## src/rtl/core/integer_argument_parser_unit_macros.svh

```systemverilog
// ---------------------------------------------------------------------------
// integer argument parser assertion macros
// shared concurrent assertion forms, clocked on clk and disabled in reset
// ---------------------------------------------------------------------------
`ifndef INTEGER_ARGUMENT_PARSER_UNIT_MACROS_SVH
`define INTEGER_ARGUMENT_PARSER_UNIT_MACROS_SVH

// same-cycle implication
`define IAP_ASSERT_SAME(label, clk, rst, cond, prop) \
  label: assert property (@(posedge clk) disable iff (rst) (cond) |-> (prop)) \
    else $error("integer argument parser: same-cycle check failed");

// next-cycle implication
`define IAP_ASSERT_NEXT(label, clk, rst, cond, prop) \
  label: assert property (@(posedge clk) disable iff (rst) (cond) |=> (prop)) \
    else $error("integer argument parser: next-cycle check failed");

`endif

```

## src/rtl/core/iap_pkg.sv

```systemverilog
// ---------------------------------------------------------------------------
// iap_pkg
// parse phases, number bases, character codes and decode helpers
// ---------------------------------------------------------------------------
package iap_pkg;

  typedef enum logic [2:0] {
    PH_LEAD    = 3'd0,
    PH_MINUS   = 3'd1,
    PH_ZERO    = 3'd2,
    PH_PREFIX  = 3'd3,
    PH_NODIGWS = 3'd4,
    PH_DIGITS  = 3'd5,
    PH_TRAIL   = 3'd6,
    PH_GARBAGE = 3'd7
  } phase_t;

  typedef enum logic [1:0] {
    BASE_DEC = 2'd0,
    BASE_OCT = 2'd1,
    BASE_BIN = 2'd2,
    BASE_HEX = 2'd3
  } base_t;

  localparam logic [7:0] CH_MINUS   = 8'h2D;
  localparam logic [7:0] CH_ZERO    = 8'h30;
  localparam logic [7:0] CH_SEVEN   = 8'h37;
  localparam logic [7:0] CH_EIGHT   = 8'h38;
  localparam logic [7:0] CH_NINE    = 8'h39;
  localparam logic [7:0] CH_LOWER_X = 8'h78;
  localparam logic [7:0] CH_UPPER_X = 8'h58;
  localparam logic [7:0] CH_LOWER_B = 8'h62;
  localparam logic [7:0] CH_UPPER_B = 8'h42;
  localparam logic [7:0] CH_LOWER_A = 8'h61;
  localparam logic [7:0] CH_LOWER_F = 8'h66;
  localparam logic [7:0] CH_UPPER_A = 8'h41;
  localparam logic [7:0] CH_UPPER_F = 8'h46;
  localparam logic [7:0] CH_SPACE   = 8'h20;
  localparam logic [7:0] CH_TAB     = 8'h09;
  localparam logic [7:0] CH_CR      = 8'h0D;

  localparam logic [4:0] NO_DIGIT = 5'd16;
  localparam logic [3:0] HEX_MAX_DIGITS = 4'd8;

  function automatic logic is_space(input logic [7:0] c);
    return (c == CH_SPACE) || ((c >= CH_TAB) && (c <= CH_CR));
  endfunction

  // hex-style digit value, NO_DIGIT when not 0-9, a-f, A-F
  function automatic logic [4:0] char_digit(input logic [7:0] c);
    logic [4:0] d;
    d = NO_DIGIT;
    if ((c >= CH_ZERO) && (c <= CH_NINE)) begin
      d = {1'b0, c[3:0]};
    end else if ((c >= CH_LOWER_A) && (c <= CH_LOWER_F)) begin
      d = 5'(c - CH_LOWER_A) + 5'd10;
    end else if ((c >= CH_UPPER_A) && (c <= CH_UPPER_F)) begin
      d = 5'(c - CH_UPPER_A) + 5'd10;
    end
    return d;
  endfunction

endpackage

```

## src/rtl/core/integer_argument_parser_unit.sv

```systemverilog
// ---------------------------------------------------------------------------
// integer_argument_parser_unit
// c-style integer literal parser, one character per request
// ---------------------------------------------------------------------------
// Takes one character per cycle while in_ready is high, and an end marker
// closes the argument. Each accepted character updates the registered parse
// state; the end marker loads one result into the output register.
// in_ready drops only while that output register holds a result that is not
// being taken, so the block takes one request per cycle unless its output is
// stalled. Base prefixes 0x, 0b and leading-zero octal are recognized; values
// wrap modulo 2^32. default_value and default_enabled are to be written through
// the cfg port only while the block is idle; the block does not enforce this.
`include "integer_argument_parser_unit_macros.svh"

module integer_argument_parser_unit (
  input  logic               clk,
  input  logic               rst,
  // input characters
  input  logic               in_valid,
  output logic               in_ready,
  input  logic [7:0]         char_code,
  input  logic               is_end,
  // results
  output logic               out_valid,
  input  logic               out_ready,
  output logic signed [31:0] value,
  output logic               parse_error,
  output logic               used_default,
  // configuration
  input  logic               cfg_write,
  input  logic [0:0]         cfg_index,
  input  logic [31:0]        cfg_data
);

  localparam logic [0:0] REG_DEFAULT_VALUE   = 1'd0;
  localparam logic [0:0] REG_DEFAULT_ENABLED = 1'd1;

  logic [31:0]      default_value;
  logic             default_enabled;

  iap_pkg::phase_t  phase, phase_next;
  iap_pkg::base_t   number_base, number_base_next;
  logic [31:0]      accumulator, accumulator_next;
  logic             is_negative, is_negative_next;
  logic [3:0]       hex_digit_count, hex_digit_count_next;

  logic             accept;
  logic             ws;
  logic [4:0]       digit;
  logic             digit_ok;
  logic [31:0]      acc_shifted;
  logic [31:0]      acc_step;
  logic [3:0]       hex_count_inc;
  logic [31:0]      result_value;
  logic             result_error;
  logic             result_default;

  assign in_ready = !out_valid || out_ready;
  assign accept   = in_valid && in_ready;

  always_ff @(posedge clk) begin
    if (rst) begin
      default_value   <= '0;
      default_enabled <= 1'b0;
    end else if (cfg_write) begin
      case (cfg_index)
        REG_DEFAULT_VALUE:   default_value   <= cfg_data;
        REG_DEFAULT_ENABLED: default_enabled <= cfg_data[0];
        default: ;
      endcase
    end
  end

  // character decode against the current base
  always_comb begin
    ws    = iap_pkg::is_space(char_code);
    digit = iap_pkg::char_digit(char_code);
    case (number_base)
      iap_pkg::BASE_DEC: digit_ok = digit < 5'd10;
      iap_pkg::BASE_OCT: digit_ok = digit < 5'd8;
      iap_pkg::BASE_BIN: digit_ok = digit < 5'd2;
      iap_pkg::BASE_HEX: digit_ok = (digit < iap_pkg::NO_DIGIT) &&
                                    (hex_digit_count < iap_pkg::HEX_MAX_DIGITS);
      default:           digit_ok = 1'b0;
    endcase
    case (number_base)
      iap_pkg::BASE_DEC: acc_shifted = (accumulator << 3) + (accumulator << 1);
      iap_pkg::BASE_OCT: acc_shifted = accumulator << 3;
      iap_pkg::BASE_BIN: acc_shifted = accumulator << 1;
      iap_pkg::BASE_HEX: acc_shifted = accumulator << 4;
      default:           acc_shifted = accumulator;
    endcase
    acc_step      = acc_shifted + {28'd0, digit[3:0]};
    hex_count_inc = (number_base == iap_pkg::BASE_HEX) ? hex_digit_count + 4'd1
                                                       : hex_digit_count;
  end

  // next parse state
  always_comb begin
    phase_next           = phase;
    number_base_next     = number_base;
    accumulator_next     = accumulator;
    is_negative_next     = is_negative;
    hex_digit_count_next = hex_digit_count;
    if (accept && is_end) begin
      phase_next           = iap_pkg::PH_LEAD;
      number_base_next     = iap_pkg::BASE_DEC;
      accumulator_next     = '0;
      is_negative_next     = 1'b0;
      hex_digit_count_next = '0;
    end else if (accept) begin
      case (phase)
        iap_pkg::PH_LEAD: begin
          if (ws) begin
            phase_next = iap_pkg::PH_LEAD;
          end else if (char_code == iap_pkg::CH_ZERO) begin
            phase_next = iap_pkg::PH_ZERO;
          end else if (char_code == iap_pkg::CH_MINUS) begin
            is_negative_next = 1'b1;
            phase_next       = iap_pkg::PH_MINUS;
          end else if (digit_ok) begin
            accumulator_next = acc_step;
            phase_next       = iap_pkg::PH_DIGITS;
          end else begin
            phase_next = iap_pkg::PH_GARBAGE;
          end
        end
        iap_pkg::PH_MINUS, iap_pkg::PH_DIGITS, iap_pkg::PH_PREFIX: begin
          if ((phase == iap_pkg::PH_PREFIX) && (number_base == iap_pkg::BASE_BIN) &&
              (char_code == iap_pkg::CH_MINUS)) begin
            is_negative_next = 1'b1;
            phase_next       = iap_pkg::PH_MINUS;
          end else if (digit_ok) begin
            accumulator_next     = acc_step;
            hex_digit_count_next = hex_count_inc;
            phase_next           = iap_pkg::PH_DIGITS;
          end else if (ws && (phase == iap_pkg::PH_DIGITS)) begin
            phase_next = iap_pkg::PH_TRAIL;
          end else if (ws && (phase == iap_pkg::PH_PREFIX)) begin
            phase_next = iap_pkg::PH_NODIGWS;
          end else begin
            phase_next = iap_pkg::PH_GARBAGE;
          end
        end
        iap_pkg::PH_ZERO: begin
          // accumulator is still zero here, so the digit is the new value
          if ((char_code == iap_pkg::CH_LOWER_X) || (char_code == iap_pkg::CH_UPPER_X)) begin
            number_base_next = iap_pkg::BASE_HEX;
            phase_next       = iap_pkg::PH_PREFIX;
          end else if ((char_code == iap_pkg::CH_LOWER_B) ||
                       (char_code == iap_pkg::CH_UPPER_B)) begin
            number_base_next = iap_pkg::BASE_BIN;
            phase_next       = iap_pkg::PH_PREFIX;
          end else if ((char_code == iap_pkg::CH_EIGHT) || (char_code == iap_pkg::CH_NINE)) begin
            number_base_next = iap_pkg::BASE_DEC;
            accumulator_next = {28'd0, char_code[3:0]};
            phase_next       = iap_pkg::PH_DIGITS;
          end else if ((char_code >= iap_pkg::CH_ZERO) && (char_code <= iap_pkg::CH_SEVEN)) begin
            number_base_next = iap_pkg::BASE_OCT;
            accumulator_next = {28'd0, char_code[3:0]};
            phase_next       = iap_pkg::PH_DIGITS;
          end else if (ws) begin
            phase_next = iap_pkg::PH_TRAIL;
          end else begin
            phase_next = iap_pkg::PH_GARBAGE;
          end
        end
        iap_pkg::PH_NODIGWS, iap_pkg::PH_TRAIL: begin
          if (!ws) begin
            phase_next = iap_pkg::PH_GARBAGE;
          end
        end
        default: begin
          phase_next = iap_pkg::PH_GARBAGE;
        end
      endcase
    end
  end

  // result of an end marker
  always_comb begin
    result_value   = '0;
    result_error   = 1'b0;
    result_default = 1'b0;
    case (phase)
      iap_pkg::PH_LEAD: begin
        if (default_enabled) begin
          result_value   = default_value;
          result_default = 1'b1;
        end else begin
          result_error = 1'b1;
        end
      end
      iap_pkg::PH_PREFIX, iap_pkg::PH_NODIGWS: begin
        result_error = 1'b1;
      end
      iap_pkg::PH_ZERO, iap_pkg::PH_DIGITS, iap_pkg::PH_TRAIL: begin
        result_value = is_negative ? (32'd0 - accumulator) : accumulator;
      end
      default: begin
        // trailing garbage, including a sign with no digits
        result_value = '1;
        result_error = 1'b1;
      end
    endcase
  end

  always_ff @(posedge clk) begin
    if (rst) begin
      phase           <= iap_pkg::PH_LEAD;
      number_base     <= iap_pkg::BASE_DEC;
      accumulator     <= '0;
      is_negative     <= 1'b0;
      hex_digit_count <= '0;
      out_valid       <= 1'b0;
    end else begin
      phase           <= phase_next;
      number_base     <= number_base_next;
      accumulator     <= accumulator_next;
      is_negative     <= is_negative_next;
      hex_digit_count <= hex_digit_count_next;
      if (accept && is_end) begin
        out_valid <= 1'b1;
      end else if (out_ready) begin
        out_valid <= 1'b0;
      end
    end
  end

  always_ff @(posedge clk) begin
    if (accept && is_end) begin
      value        <= result_value;
      parse_error  <= result_error;
      used_default <= result_default;
    end
  end

  `IAP_ASSERT_NEXT(a_end_gives_result, clk, rst, accept && is_end, out_valid)
  `IAP_ASSERT_NEXT(a_end_clears_state, clk, rst, accept && is_end,
                   (phase == iap_pkg::PH_LEAD) && (accumulator == 32'd0))
  `IAP_ASSERT_SAME(a_default_no_error, clk, rst, out_valid && used_default, !parse_error)
  `IAP_ASSERT_SAME(a_error_value, clk, rst, out_valid && parse_error,
                   (value == 32'sd0) || (value == -32'sd1))

endmodule

```

## config.mk

```make
export PLATFORM = sky130hd
export DESIGN_NAME = integer_argument_parser_unit
export DESIGN_NICKNAME = d
export VERILOG_FILES = /design/src/rtl/core/iap_pkg.sv /design/src/rtl/core/integer_argument_parser_unit.sv
export VERILOG_INCLUDE_DIRS = /design/src /design/src/rtl/core
export SDC_FILE = /design/constraint.sdc
export NUM_CORES = 1
export LEC_CHECK = 0
export BUFFER_PORTS_ARGS = -buffer_cell sky130_fd_sc_hd__buf_4
export CAP_MARGIN = 20
export CORE_UTILIZATION = 55
export CTS_BUF_LIST = sky130_fd_sc_hd__clkbuf_16
export DETAILED_ROUTE_END_ITERATION = 16
export HOLD_SLACK_MARGIN = 0.03
export PLACE_DENSITY = 0.75
export SYNTH_ARGS = -nofsm -noshare
export SYNTH_HDL_FRONTEND = slang
export SYNTH_SLANG_ARGS = --single-unit
```

## constraint.sdc

```tcl
create_clock -name clk -period 10.6 [get_ports clk]
set_input_delay 1.06 -clock clk [delete_from_list [all_inputs] [get_ports clk]]
set_output_delay 1.06 -clock clk [all_outputs]
set_load 0.05 [all_outputs]
```

=== After elaboration in Yosys (flattened, before gate mapping) ===
Cells that the tools add are included.
Widths: inputs -> output; s select.

* Add/sub/neg operators: 8
* Magnitude comparators: 14
* Equality and inequality tests: 28
* Multiplexer cells: 47
* Bitwise logic cells: 2
* Reductions and logical operators: 36

{| class="wikitable"
|+ Operator list
! operator !! count
|-
| $mux 32 || 11
|-
| $pmux 32 s3 || 2
|-
| $pmux 32 s4 || 1
|-
| $eq 8x6->1 const B || 5
|-
| $add 32x32->32 || 1
|-
| $add 32x4->32 || 1
|-
| $eq 8x7->1 const B || 4
|-
| $sub 1x32->32 const A || 1
|-
| $mux 3 || 7
|-
| $mux 2 || 10
|-
| $ne 2x2->1 const B || 9
|-
| $ge 8x7->1 const B || 2
|-
| $le 8x6->1 const B || 2
|-
| $le 8x7->1 const B || 2
|-
| $mux 5 || 3
|-
| $logic_and 1x1->1 || 12
|-
| $pmux 3 s4 || 1
|-
| $add 5x4->5 const B || 2
|-
| $lt 5x4->1 const B || 2
|-
| $sub 5x1->5 const B || 2
|-
| $eq 3x3->1 const B || 3
|-
| $mux 1 || 9
|-
| $reduce_and 9->1 || 1
|-
| $ge 8x4->1 const B || 1
|-
| other kinds (27) || 41
|}

* Register bits after elaboration: 110
* Input bits: 47
* Output and inout bits: 36
* Word-level logic and storage cells: 146

=== Depth between registers and ports, before layout ===
Gate-level depths: netlist of the first run.

* Depth in word-level cells: 13
* Gate-level depth with buffers: 18
* Mapped depth without buffers: 18

=== Least setup slack after synthesis of the first run ===
No wires, ideal clock.

* Path type: input -> register
* Start point: input char_code[1]
* End point: register accumulator[28]
* Setup time: 0.063 ns
* Data arrival time: 4.784 ns
* Required time: 10.537 ns
* Slack: 5.753 ns
* Cell stages on the path: 18
* Buffers on the path: 0
* Cell sequence: inv_1 ha_1 or3b_2 a21oi_1 o21ai_0 o21ai_0 nand2_1 o21ai_0 ha_1 a21o_1 a21oi_1 nor3b_1 nand4_1 or3b_1 nor4_4 nand4b_2 or4b_1 nand3_1

* Word-level cells in the longest chain between the ends: 13
* Elaborated cells on any way between the ends: 59
* Those cells by class: 5 x add/sub; 13 x order compare; 16 x eq/ne; 13 x mux; 12 x reduce/logical

{| class="wikitable"
|+ Ends and longest elaborated chain
! what !! RTL line !! source
|-
| start, declared || integer_argument_parser_unit.sv:21 || <nowiki>input logic [7:0] char_code,</nowiki>
|-
| parallel branches: the longest is 13 deep, another holds $add 32x4->32 || - ||
|-
| end signal, assigned || integer_argument_parser_unit.sv:219 || <nowiki>accumulator <= accumulator_next;</nowiki>
|-
| end, declared || integer_argument_parser_unit.sv:43 || <nowiki>logic [31:0] accumulator, accumulator_next;</nowiki>
|}

Several ways; the timed one is not identified. The select of a mux whose other input is x is not followed.
A chain may end at the register's enable or synchronous reset.

=== Final worst setup path of the first run ===
* Start point: input char_code[1]
* End point: register accumulator[30]

Same word-level chain as after synthesis.

==> results of run 1 <==
==> cells by family (layout without fill, tap and decap cells) <==
logic type	Yosys count	in the layout
flip-flops	110	110
AO/OA/AOI/OAI	360	360
buffers and inverters	102	133
XOR/XNOR	69	69
AND/OR/NAND/NOR	383	383
multiplexers	31	31
adder cells (fa/ha/maj)	39	39
==> how the worst max path moves through the flow <==
stage	depth (start not counted)	startpoint	slack, ns	endpoint
3_5_place_dp	19	char_code[1]	5.12	accumulator[28]$_SDFFE_PP0P_
6_report	19	char_code[1]	5.44	accumulator[30]$_SDFFE_PP0P_
3_3_place_gp	19	char_code[1]	5.25	accumulator[28]$_SDFFE_PP0P_
2_1_floorplan	18	char_code[1]	5.75	accumulator[28]$_SDFFE_PP0P_
4_1_cts	19	char_code[1]	5.46	accumulator[28]$_SDFFE_PP0P_
5_1_grt	19	char_code[1]	4.95	accumulator[28]$_SDFFE_PP0P_
==> sequential cells by signal, summed over array words and instances, names as in the netlist <==
register         flops
default_enabled      1
used_default         1
default_value       32
accumulator         32
parse_error          1
number_base          2
hex_digit_count      4
is_negative          1
phase                3
out_valid            1
value               32
==> placed cells by master, fill, tap and decap left out, types with 6 or more instances in the layout <==
cell	n
nor2_1	80
a21oi_1	138
o221ai_1	6
mux2i_1	20
and2_1	10
buf_4	91
edfxtp_1	34
o21ai_0	82
nor3b_1	6
mux4_2	8
nand4_1	9
clkbuf_16	9
o211ai_1	11
a31oi_1	14
nor2b_1	10
nor4_1	12
nand2_1	155
a21o_1	13
inv_1	23
nand3_1	19
a211oi_1	13
nand2b_1	14
nand3b_1	6
or4_1	6
a22oi_1	7
or3_1	6
xor2_1	40
o31ai_1	12
xnor2_1	29
nor3_1	18
ha_1	37
o22ai_1	6
a21boi_0	6
dfxtp_1	75
==> power breakdown <==
group	leakage, uW	switching (uW)	total (uW)	internal [uW]
combinational	0.00260	97.6	152	54.3
clock	0.000158	171	363	192
sequential	0.000946	11.2	464	453
total	0.00370	279	979	699
==> worst min-delay path, stage by stage, from the launching register on <==
cell and delay, ns:
dfxtp_1 0.31, nand2_1 0.05, a21oi_1 0.05
==> stage by stage <==
stage          worst slack [ns]  utilization [%]
2_1_floorplan             5.753                -
3_3_place_gp              5.254            60.38
3_5_place_dp              5.120            60.38
4_1_cts                   5.464            62.52
5_1_grt                   4.945            62.73
6_report                  5.438            62.73
==> final cells by class <==
cell class                      count  area [um2]  share of cell area [%]
Multi-Input combinational cell    882        5627                   59.00
Sequential cell                   110        2544                   26.67
Timing Repair Buffer               93       715.7                   7.505
Tap cell                          188       235.2                   2.467
Clock buffer                        9       225.2                   2.362
Clock inverter                      7       100.1                   1.050
Inverter                           24       90.09                  0.9446
==> per-layer routing <==
layer | GRT usage [%] | vias up | wire length, um
met4 | 7.493 | 0 | 359
met3 | 3.248 | 30 | 770
li1 | - | 4043 | -
met1 | 33.13 | 3868 | 9266
met2 | 49.14 | 185 | 11160
met5 | 0 | - | 0
==> results.json, run 1 <==
{
  "power.leakage_uw": 0.003701,
  "whs_endpoint": "default_value[18]$_SDFFE_PP0P_",
  "clk-insertion-delay-late_ns": 0.35,
  "yosysWarnings": 0,
  "rsz0062_at_grt": "no",
  "crit_slowest_cell": "or3b_1",
  "peakVddDrop_v": 0.0001138,
  "root_buffer": "clkbuf_16",
  "critPathKind": "in2reg",
  "antenna_cells": 0,
  "startpoint_type": "primary input",
  "io_buffers": 82,
  "yosys.area.top_type": "dfxtp_1",
  "viasPerCell": 6.189,
  "reg2reg_depth": 12,
  "nNetsFinal": 1206,
  "hpwl_mm": 16.02,
  "ys_async_sr_fraction_pct": 0,
  "dr_total_vias": 8126,
  "max_stage_delay_ns": 0.52,
  "ys_top_cells_by_area": "dfxtp_1, edfxtp_1, a21oi_1",
  "hold-worst-slack_ns": 0.4573,
  "place_inst": 1295,
  "drc": 0,
  "reg2reg_to": "accumulator[30]$_SDFFE_PP0P_",
  "avgSynthCellArea_um2": 7.826,
  "crit_family": "simple AND/OR/NAND/NOR gates",
  "worstHoldStart": "default_value[18]$_SDFFE_PP0P_",
  "overflow": 0,
  "slew_headroom_pct": 34.42,
  "synth_xor_area_share_pct": 7.058,
  "cts_resized": 0,
  "finalHoldViolCount": 0,
  "fp-row-count": 45,
  "pin_count": 83,
  "r2r-start": "accumulator[2]$_SDFFE_PP0P_",
  "grt_pass1_wl_mm": 35.51,
  "p_total_uw": 978.6,
  "fin_area_mm2": 0.009537,
  "grt_pass1_vias": 7453,
  "clk_pin_slew_ns": 0.08,
  "grt_use_total_pct": 26.86,
  "cts_num_sinks": 110,
  "final_cells": 1313,
  "setup_tns_ns": 0,
  "path_max_fanout": 7,
  "layout-drive-gt1-share_pct": 12.80,
  "fp.dieW_um": 126.8,
  "synth_simple_gate_area_share_pct": 22.11,
  "worstMarginPinSlew_ns": 0.9824,
  "finalMaxSlewViolations": 0,
  "synthMuxAreaShare_pct": 4.837,
  "synth-edff-count": 34,
  "synth_top_family_by_area": "compound AO/OA/AOI/OAI gates",
  "seq_area_frac_synth_pct": 29.69,
  "grt_max_degree": 61,
  "synthFlopType": "dfxtp_1",
  "htreeDepth": 3,
  "setup-violations-final": 0,
  "synthTopCellsByCount": "nand2_1, a21oi_1, o21ai_0",
  "fin_crit_sh_pct": 48.69,
  "die_h_um": 126.8,
  "holdBufCountCts": 0,
  "cp-end-kind": "register",
  "fin_skew_ns": 0.01660,
  "synth.most_common_cell": "nand2_1",
  "antenna_found_initial": 0,
  "post_cts_buffers": 0,
  "cts_tree": "built",
  "rrSetupSlack_ns": 6.28,
  "synthesis.nets": 1180,
  "netlist.area_leader.share_pct": 17.77,
  "yosysUniqueCellTypes": 81,
  "synth_compound_area_share_pct": 25.76,
  "initial_core_util_pct": 56.32,
  "core_area_mm2": 0.01520,
  "cp.required_ns": 10.90,
  "syn_area_mm2": 0.008562,
  "routedWlPerCell_um": 16.42,
  "crit_buf_inv": 2,
  "power.density_mw_per_mm2": 102.6,
  "path_cells": "buf_4 > inv_1 > ha_1 > or3b_2 > a21oi_1 > o21ai_0 > o21ai_0 > nand2_1 > o21ai_0 > ha_1 > a21o_1 > a21oi_1 > nor3b_1 > nand4_1 > or3b_1 > nor4_4 > nand4b_2 > or4b_1 > nand3_1",
  "synth_cells": 1094,
  "numCtsBuffers": 9,
  "clockBufferDepth": 2,
  "outcome": "completed",
  "worstPathArrival_ns": 5.46,
  "first_pass_iters": 4,
  "die-area_mm2": 0.01607,
  "cp_common_cell": "o21ai_0",
  "period_needed_ns": 5.162,
  "synth-seq-cells": 110,
  "drv_cap": 0,
  "gp_congestion": 0.8904,
  "wl_mm": 21.56,
  "hold_depth": 2,
  "min_path_type": "reg2reg",
  "area_delta_synth_final_pct": 11.38,
  "max_freq_mhz": 193.7,
  "fillers": 1359,
  "dr.first_iter.drc_count": 634,
  "drtAntennaViolNets": 0,
  "synth_fa_ha_area_share_pct": 5.875,
  "place_area_mm2": 0.009179
}
(Power assumes the default switching activity.)
==> run 2, diff against run 1 <==
- ABC_AREA: default -> 1
- PLACE_DENSITY: 0.75 -> 0.78
- clock period: 10.6 -> 4.7 ns (I/O delays scaled with it)
==> results.json, run 2 <==
{
  "ys_async_sr_fraction_pct": 0,
  "die-area_mm2": 0.01718,
  "outcome": "completed",
  "fin_util_pct": 63.54,
  "p_clk_share_pct": 35.4,
  "path_max_fanout": 5,
  "grt_use_total_pct": 32.33,
  "numCtsBuffers": 9,
  "worstPathArrival_ns": 3.70,
  "synthTopCellsByCount": "nand2_1, nor2_1, inv_1",
  "root_buffer": "clkbuf_16",
  "critPathKind": "in2reg",
  "grt_max_degree": 36,
  "antenna_cells": 0,
  "fin_crit_sh_pct": 72.49,
  "dr_total_vias": 10040,
  "yosys.area.top_type": "dfxtp_1",
  "area_delta_synth_final_pct": 11.35,
  "synth-edff-count": 34,
  "post_cts_buffers": 0,
  "min_path_type": "in2reg",
  "power.leakage_uw": 0.004839,
  "first_pass_iters": 5,
  "p_comb_share_pct": 16.5,
  "cts_num_sinks": 110,
  "power.density_mw_per_mm2": 213.6,
  "slew_headroom_pct": 32.92,
  "core_area_mm2": 0.01606,
  "place_area_mm2": 0.009910,
  "final_common_cell": "nand2_1",
  "ys_top_cells_by_area": "dfxtp_1, nand2_1, edfxtp_1",
  "startpoint_type": "primary input",
  "cp.required_ns": 4.99,
  "layout_common_cells": "nand2_1, inv_1, nor2_1",
  "seq_area_frac_synth_pct": 27.74,
  "fin_area_mm2": 0.01020,
  "grt_pass1_vias": 8857,
  "final_cells": 1774,
  "finalMaxSlewViolations": 0,
  "clk_pin_slew_ns": 0.08,
  "worst_slack_ns": 1.293,
  "drv_cap": 0,
  "antenna_found_initial": 0,
  "io_buffers": 82,
  "overflow": 0,
  "finalHoldViolCount": 0,
  "fillers": 1579,
  "wl_mm": 27.27,
  "fp.dieW_um": 131.1,
  "ff_latch_area_mm2": 0.002542,
  "worstMarginPinSlew_ns": 1.005,
  "htreeDepth": 3,
  "dp_slack_ns": 0.9337,
  "reg.largest.list": "accumulator x32, default_value x32, value x32",
  "clockBufferDepth": 2,
  "fin_skew_ns": 0.007111,
  "synth.most_common_cell": "nand2_1",
  "place_inst": 1758,
  "cts_tree": "built",
  "synthFlopType": "dfxtp_1",
  "clk-insertion-delay-late_ns": 0.36,
  "layout-drive-gt1-share_pct": 9.243,
  "grt_pass1_wl_mm": 43.42,
  "cts_resized": 0,
  "drtAntennaViolNets": 0,
  "viasPerCell": 5.657,
  "max_freq_mhz": 293.5,
  "synth_cells": 1497,
  "yosysWarnings": 0,
  "syn_area_mm2": 0.009164,
  "die_h_um": 131.1,
  "intPower_uw": 1537,
  "setup_tns_ns": 0,
  "initial_core_util_pct": 57.07,
  "hpwl_mm": 21.11,
  "peakVddDrop_v": 0.0001860,
  "dr.first_iter.drc_count": 847,
  "avgSynthCellArea_um2": 6.121,
  "nNetsFinal": 1639,
  "pin_count": 83,
  "synthesis.nets": 1583,
  "seqPwrFrac_pct": 48.1,
  "holdBufCountCts": 0,
  "rsz0062_at_grt": "no",
  "period_needed_ns": 3.407,
  "switching_power_uw": 643.4,
  "multi_input_area_mm2": 0.005635,
  "routedWlPerCell_um": 15.37,
  "netlist.area_leader.share_pct": 16.60,
  "setup-violations-final": 0,
  "synth-seq-cells": 110,
  "fp-row-count": 46,
  "cp-end-kind": "register",
  "swShare_pct": 29.51,
  "drc": 0,
  "yosysUniqueCellTypes": 50,
  "gp_congestion": 0.9826
}
## run 2: cell count changes in the layout (fill, tap and decap cells not counted), sizes merged, moves of 13 or more
cell,previous run,this run
nor2,80,216
nand3,19,154
nand4,9,25
a211oi,14,1
nand2,155,394
xor2,40,10
nand2b,14,0
inv,28,211
mux2i,20,0
xnor2,29,0
a21oi,139,93
## run 2: worst paths after layout
kind	from	endpoint	slack (ns)	cells after the start
hold / removal	rst	default_enabled$_SDFFE_PP0P_	0.26	2
hold reg to reg	default_enabled$_SDFFE_PP0P_	default_enabled$_SDFFE_PP0P_	0.46	2
setup / recovery	char_code[0]	accumulator[25]$_SDFFE_PP0P_	1.29	23
setup reg to reg	number_base[1]$_SDFFE_PP0P_	accumulator[30]$_SDFFE_PP0P_	1.35	20
## run 2: final cells by class
class	instances	share of cell area, %
clock buffer	10	2.452
multi-input combinational	1133	55.23
tap	216	2.649
clock inverter	6	0.4292
timing repair buffer	89	6.548
sequential	110	24.92
inverter	210	7.774
## run 2: cell families (layout without fill, tap and decap cells)
| family | after synthesis | count (layout) | share of synthesized area [%] |
|---|---|---|---|
| adder cells (fa/ha/maj) | 39 | 39 | 5.489 |
| XOR/XNOR | 10 | 10 | 0.9557 |
| buffers and inverters | 254 | 315 | 10.84 |
| AND/OR/NAND/NOR | 829 | 829 | 39.06 |
| flip-flops | 110 | 110 | 27.74 |
| AO/OA/AOI/OAI | 255 | 255 | 15.91 |
## run 2: worst max-delay path, stage by stage
cell and delay [ns]:
buf_4 0.13, inv_1 0.12, ha_1 0.23, o21ai_0 0.12, a21oi_2 0.22, inv_1 0.12
o21ai_0 0.25, ha_1 0.23, fa_1 0.19, nand2_1 0.08, nand2_1 0.08, nand3_2 0.09
nor2_2 0.12, nand3_1 0.12, nor2_2 0.13, nand3_1 0.14, nor2_2 0.18, nand3b_1 0.14
nor2_1 0.20, nand2_1 0.08, nand2_1 0.06, nand3_1 0.06, a21oi_1 0.14
## run 2: metal layers
| layer | routed length, um | global-route usage [%] | vias up |
|---|---|---|---|
| met5 | 0 | 0 | - |
| met4 | 725 | 10.28 | 0 |
| met3 | 1744 | 4.505 | 51 |
| met2 | 12900 | 53.94 | 355 |
| met1 | 11900 | 43.16 | 4581 |
| li1 | - | - | 5049 |
## run 2: power by group through the flow
stage / sequential [uW] / combinational, uW / clock (uW)
3_3_place_gp: 1070 / 351 / 0
2_1_floorplan: 1130 / 179 / 0
6_report: 1050 / 360 / 771
3_5_place_dp: 1070 / 357 / 0
5_1_grt: 1050 / 396 / 807
4_1_cts: 1050 / 358 / 776
## run 2: through the flow
stage / hold slack (ns) / power, uW
floorplan: 0.4328 / 1307
global placement: 0.4504 / 1422
detailed placement: 0.4595 / 1428
CTS: 0.2550 / 2184
global route: 0.2591 / 2256
finish: 0.2618 / 2180
==> run 3, diff against run 2 <==
- ABC_AREA: 1 -> 0
- PLACE_DENSITY: 0.78 -> 0.75
- clock period: 4.7 -> 3.57 ns (I/O delays scaled with it)
==> results.json, run 3 (synthesis gave the netlist of run 1 again) <==
{
  "outcome": "complete, but fails checks",
  "violations": "negative setup slack",
  "clk_pin_slew_ns": 0.09,
  "path_max_fanout": 3,
  "area_delta_synth_final_pct": 27.49,
  "dr_total_vias": 8835,
  "critPathKind": "reg2reg",
  "layout_common_cells": "buf_4, nand2_1, a21oi_1",
  "grt_pass1_vias": 8539,
  "initial_core_util_pct": 56.32,
  "slew_headroom_pct": 19.40,
  "path_cells": "ha_4 > fa_2 > a21o_1 > a221oi_2 > o21ai_2 > xnor2_2 > a2111oi_4 > buf_4 > or3b_4 > nor4_4 > nand4b_4 > or4b_1 > nand3_1",
  "power.density_mw_per_mm2": 267.5,
  "fin_util_pct": 71.80,
  "drv_cap": 0,
  "fin_crit_sh_pct": 101.5,
  "pin_count": 83,
  "final_common_cell": "buf_4",
  "grt_pass1_wl_mm": 40.81,
  "numCtsBuffers": 9,
  "hpwl_mm": 19.06,
  "holdBufCountCts": 0,
  "clockBufferDepth": 2,
  "fp-row-count": 45,
  "fin_skew_ns": 0.01198,
  "gp_congestion": 0.9385,
  "io_buffers": 82,
  "finalHoldViolCount": 0,
  "fp.dieW_um": 126.8,
  "antenna_found_initial": 1,
  "rrSetupSlack_ns": -0.05,
  "finalMaxSlewViolations": 0,
  "drtAntennaViolNets": 0,
  "overflow": 0,
  "dr.first_iter.drc_count": 651,
  "clk-insertion-delay-late_ns": 0.36,
  "crit_slowest_cell": "or4b_1",
  "final_cells": 1444,
  "startpoint": "accumulator[2]$_SDFFE_PP0P_",
  "max_stage_delay_ns": 0.50,
  "die_h_um": 126.8,
  "rsz0062_at_grt": "yes",
  "htreeDepth": 3,
  "place_inst": 1412,
  "worst_slack_ns": -0.05480,
  "peakVddDrop_v": 0.0002656,
  "dp_slack_ns": -0.3527,
  "drc": 0,
  "worstPathArrival_ns": 3.92,
  "viasPerCell": 6.118,
  "startpoint_type": "register",
  "setup-violations-final": 2,
  "worstHoldStart": "cfg_data[24]",
  "cp-end-kind": "register",
  "routedWlPerCell_um": 17.80,
  "period_needed_ns": 3.625,
  "min_path_type": "in2reg",
  "cts_tree": "built",
  "max_freq_mhz": 275.9,
  "reg.largest.list": "accumulator x32, default_value x32, value x32",
  "nNetsFinal": 1337,
  "cts_num_sinks": 110,
  "power.leakage_uw": 0.004418,
  "antenna_cells": 0,
  "wl_mm": 25.71,
  "worstMarginPinSlew_ns": 1.207,
  "die-area_mm2": 0.01607,
  "r2r-start": "accumulator[2]$_SDFFE_PP0P_",
  "first_pass_iters": 5,
  "grt_use_total_pct": 31.37,
  "core_area_mm2": 0.01520,
  "root_buffer": "clkbuf_16",
  "cp.required_ns": 3.87,
  "grt_max_degree": 37,
  "layout-drive-gt1-share_pct": 26.19
}
-- run 3: where the power goes --
group / internal (uW) / total (uW) / leakage [uW] / switching [uW]
clock: 505 / 1040 / 0.000150 / 532
sequential: 1350 / 1380 / 0.000948 / 33.0
combinational: 190 / 505 / 0.00332 / 315
total: 2040 / 2920 / 0.00442 / 880
-- run 3: layer usage --
| layer | vias up | wire (um) | track usage [%] |
|---|---|---|---|
| met3 | 67 | 1196 | 4.555 |
| met1 | 4178 | 10330 | 36.98 |
| met2 | 279 | 13420 | 57.82 |
| met4 | 2 | 745 | 11.13 |
| li1 | 4309 | - | - |
| met5 | - | 13 | 0 |
-- run 3: stage by stage --
step	hold slack, ns	setup TNS (ns)	total power (uW)	cell area, um2
floorplan	0.4317	-0.6100	1709	8705
global placement	0.4428	-1.197	1881	10150
detailed placement	0.4471	-2.002	1893	10160
CTS	0.2391	-0.009245	2902	10570
global route	0.2439	-0.9104	3011	10920
finish	0.2429	-0.07151	2920	10920
-- run 3: path summary, 6_finish.rpt --
check	cells after the start	to
hold / removal	3	default_value[24]$_SDFFE_PP0P_
setup reg to reg	13	accumulator[30]$_SDFFE_PP0P_
hold reg to reg	2	default_enabled$_SDFFE_PP0P_
setup / recovery	13	accumulator[30]$_SDFFE_PP0P_
-- run 3: cell type report --
type | count | area, um2
sequential | 110 | 2547
clock inverter | 7 | 83.83
tap | 188 | 235.2
timing repair buffer | 224 | 1719
fill | 1236 | 4287
inverter | 24 | 96.34
multi-input combinational | 882 | 6008
clock buffer | 9 | 225.2
-- run 3: repair_timing --
| item | CTS | global route |
|---|---|---|
| gates cloned | 0 | 0 |
| endpoints found under the setup margin | 10 | 18 |
| hold endpoints to repair | 0 | 0 |
| resized for setup | 11 | 54 |
| setup buffers | 5 | 11 |
| pin swaps | 14 | 14 |
-- run 3: critical path: cells and delay by family, from the launching register on --
kind                     cells  cell delay [ns]
flip-flops                   1             0.34
XOR/XNOR                     1             0.19
AO/OA/AOI/OAI                4             0.96
buffers and inverters        1             0.17
AND/OR/NAND/NOR              5             1.40
adder cells (fa/ha/maj)      2             0.52
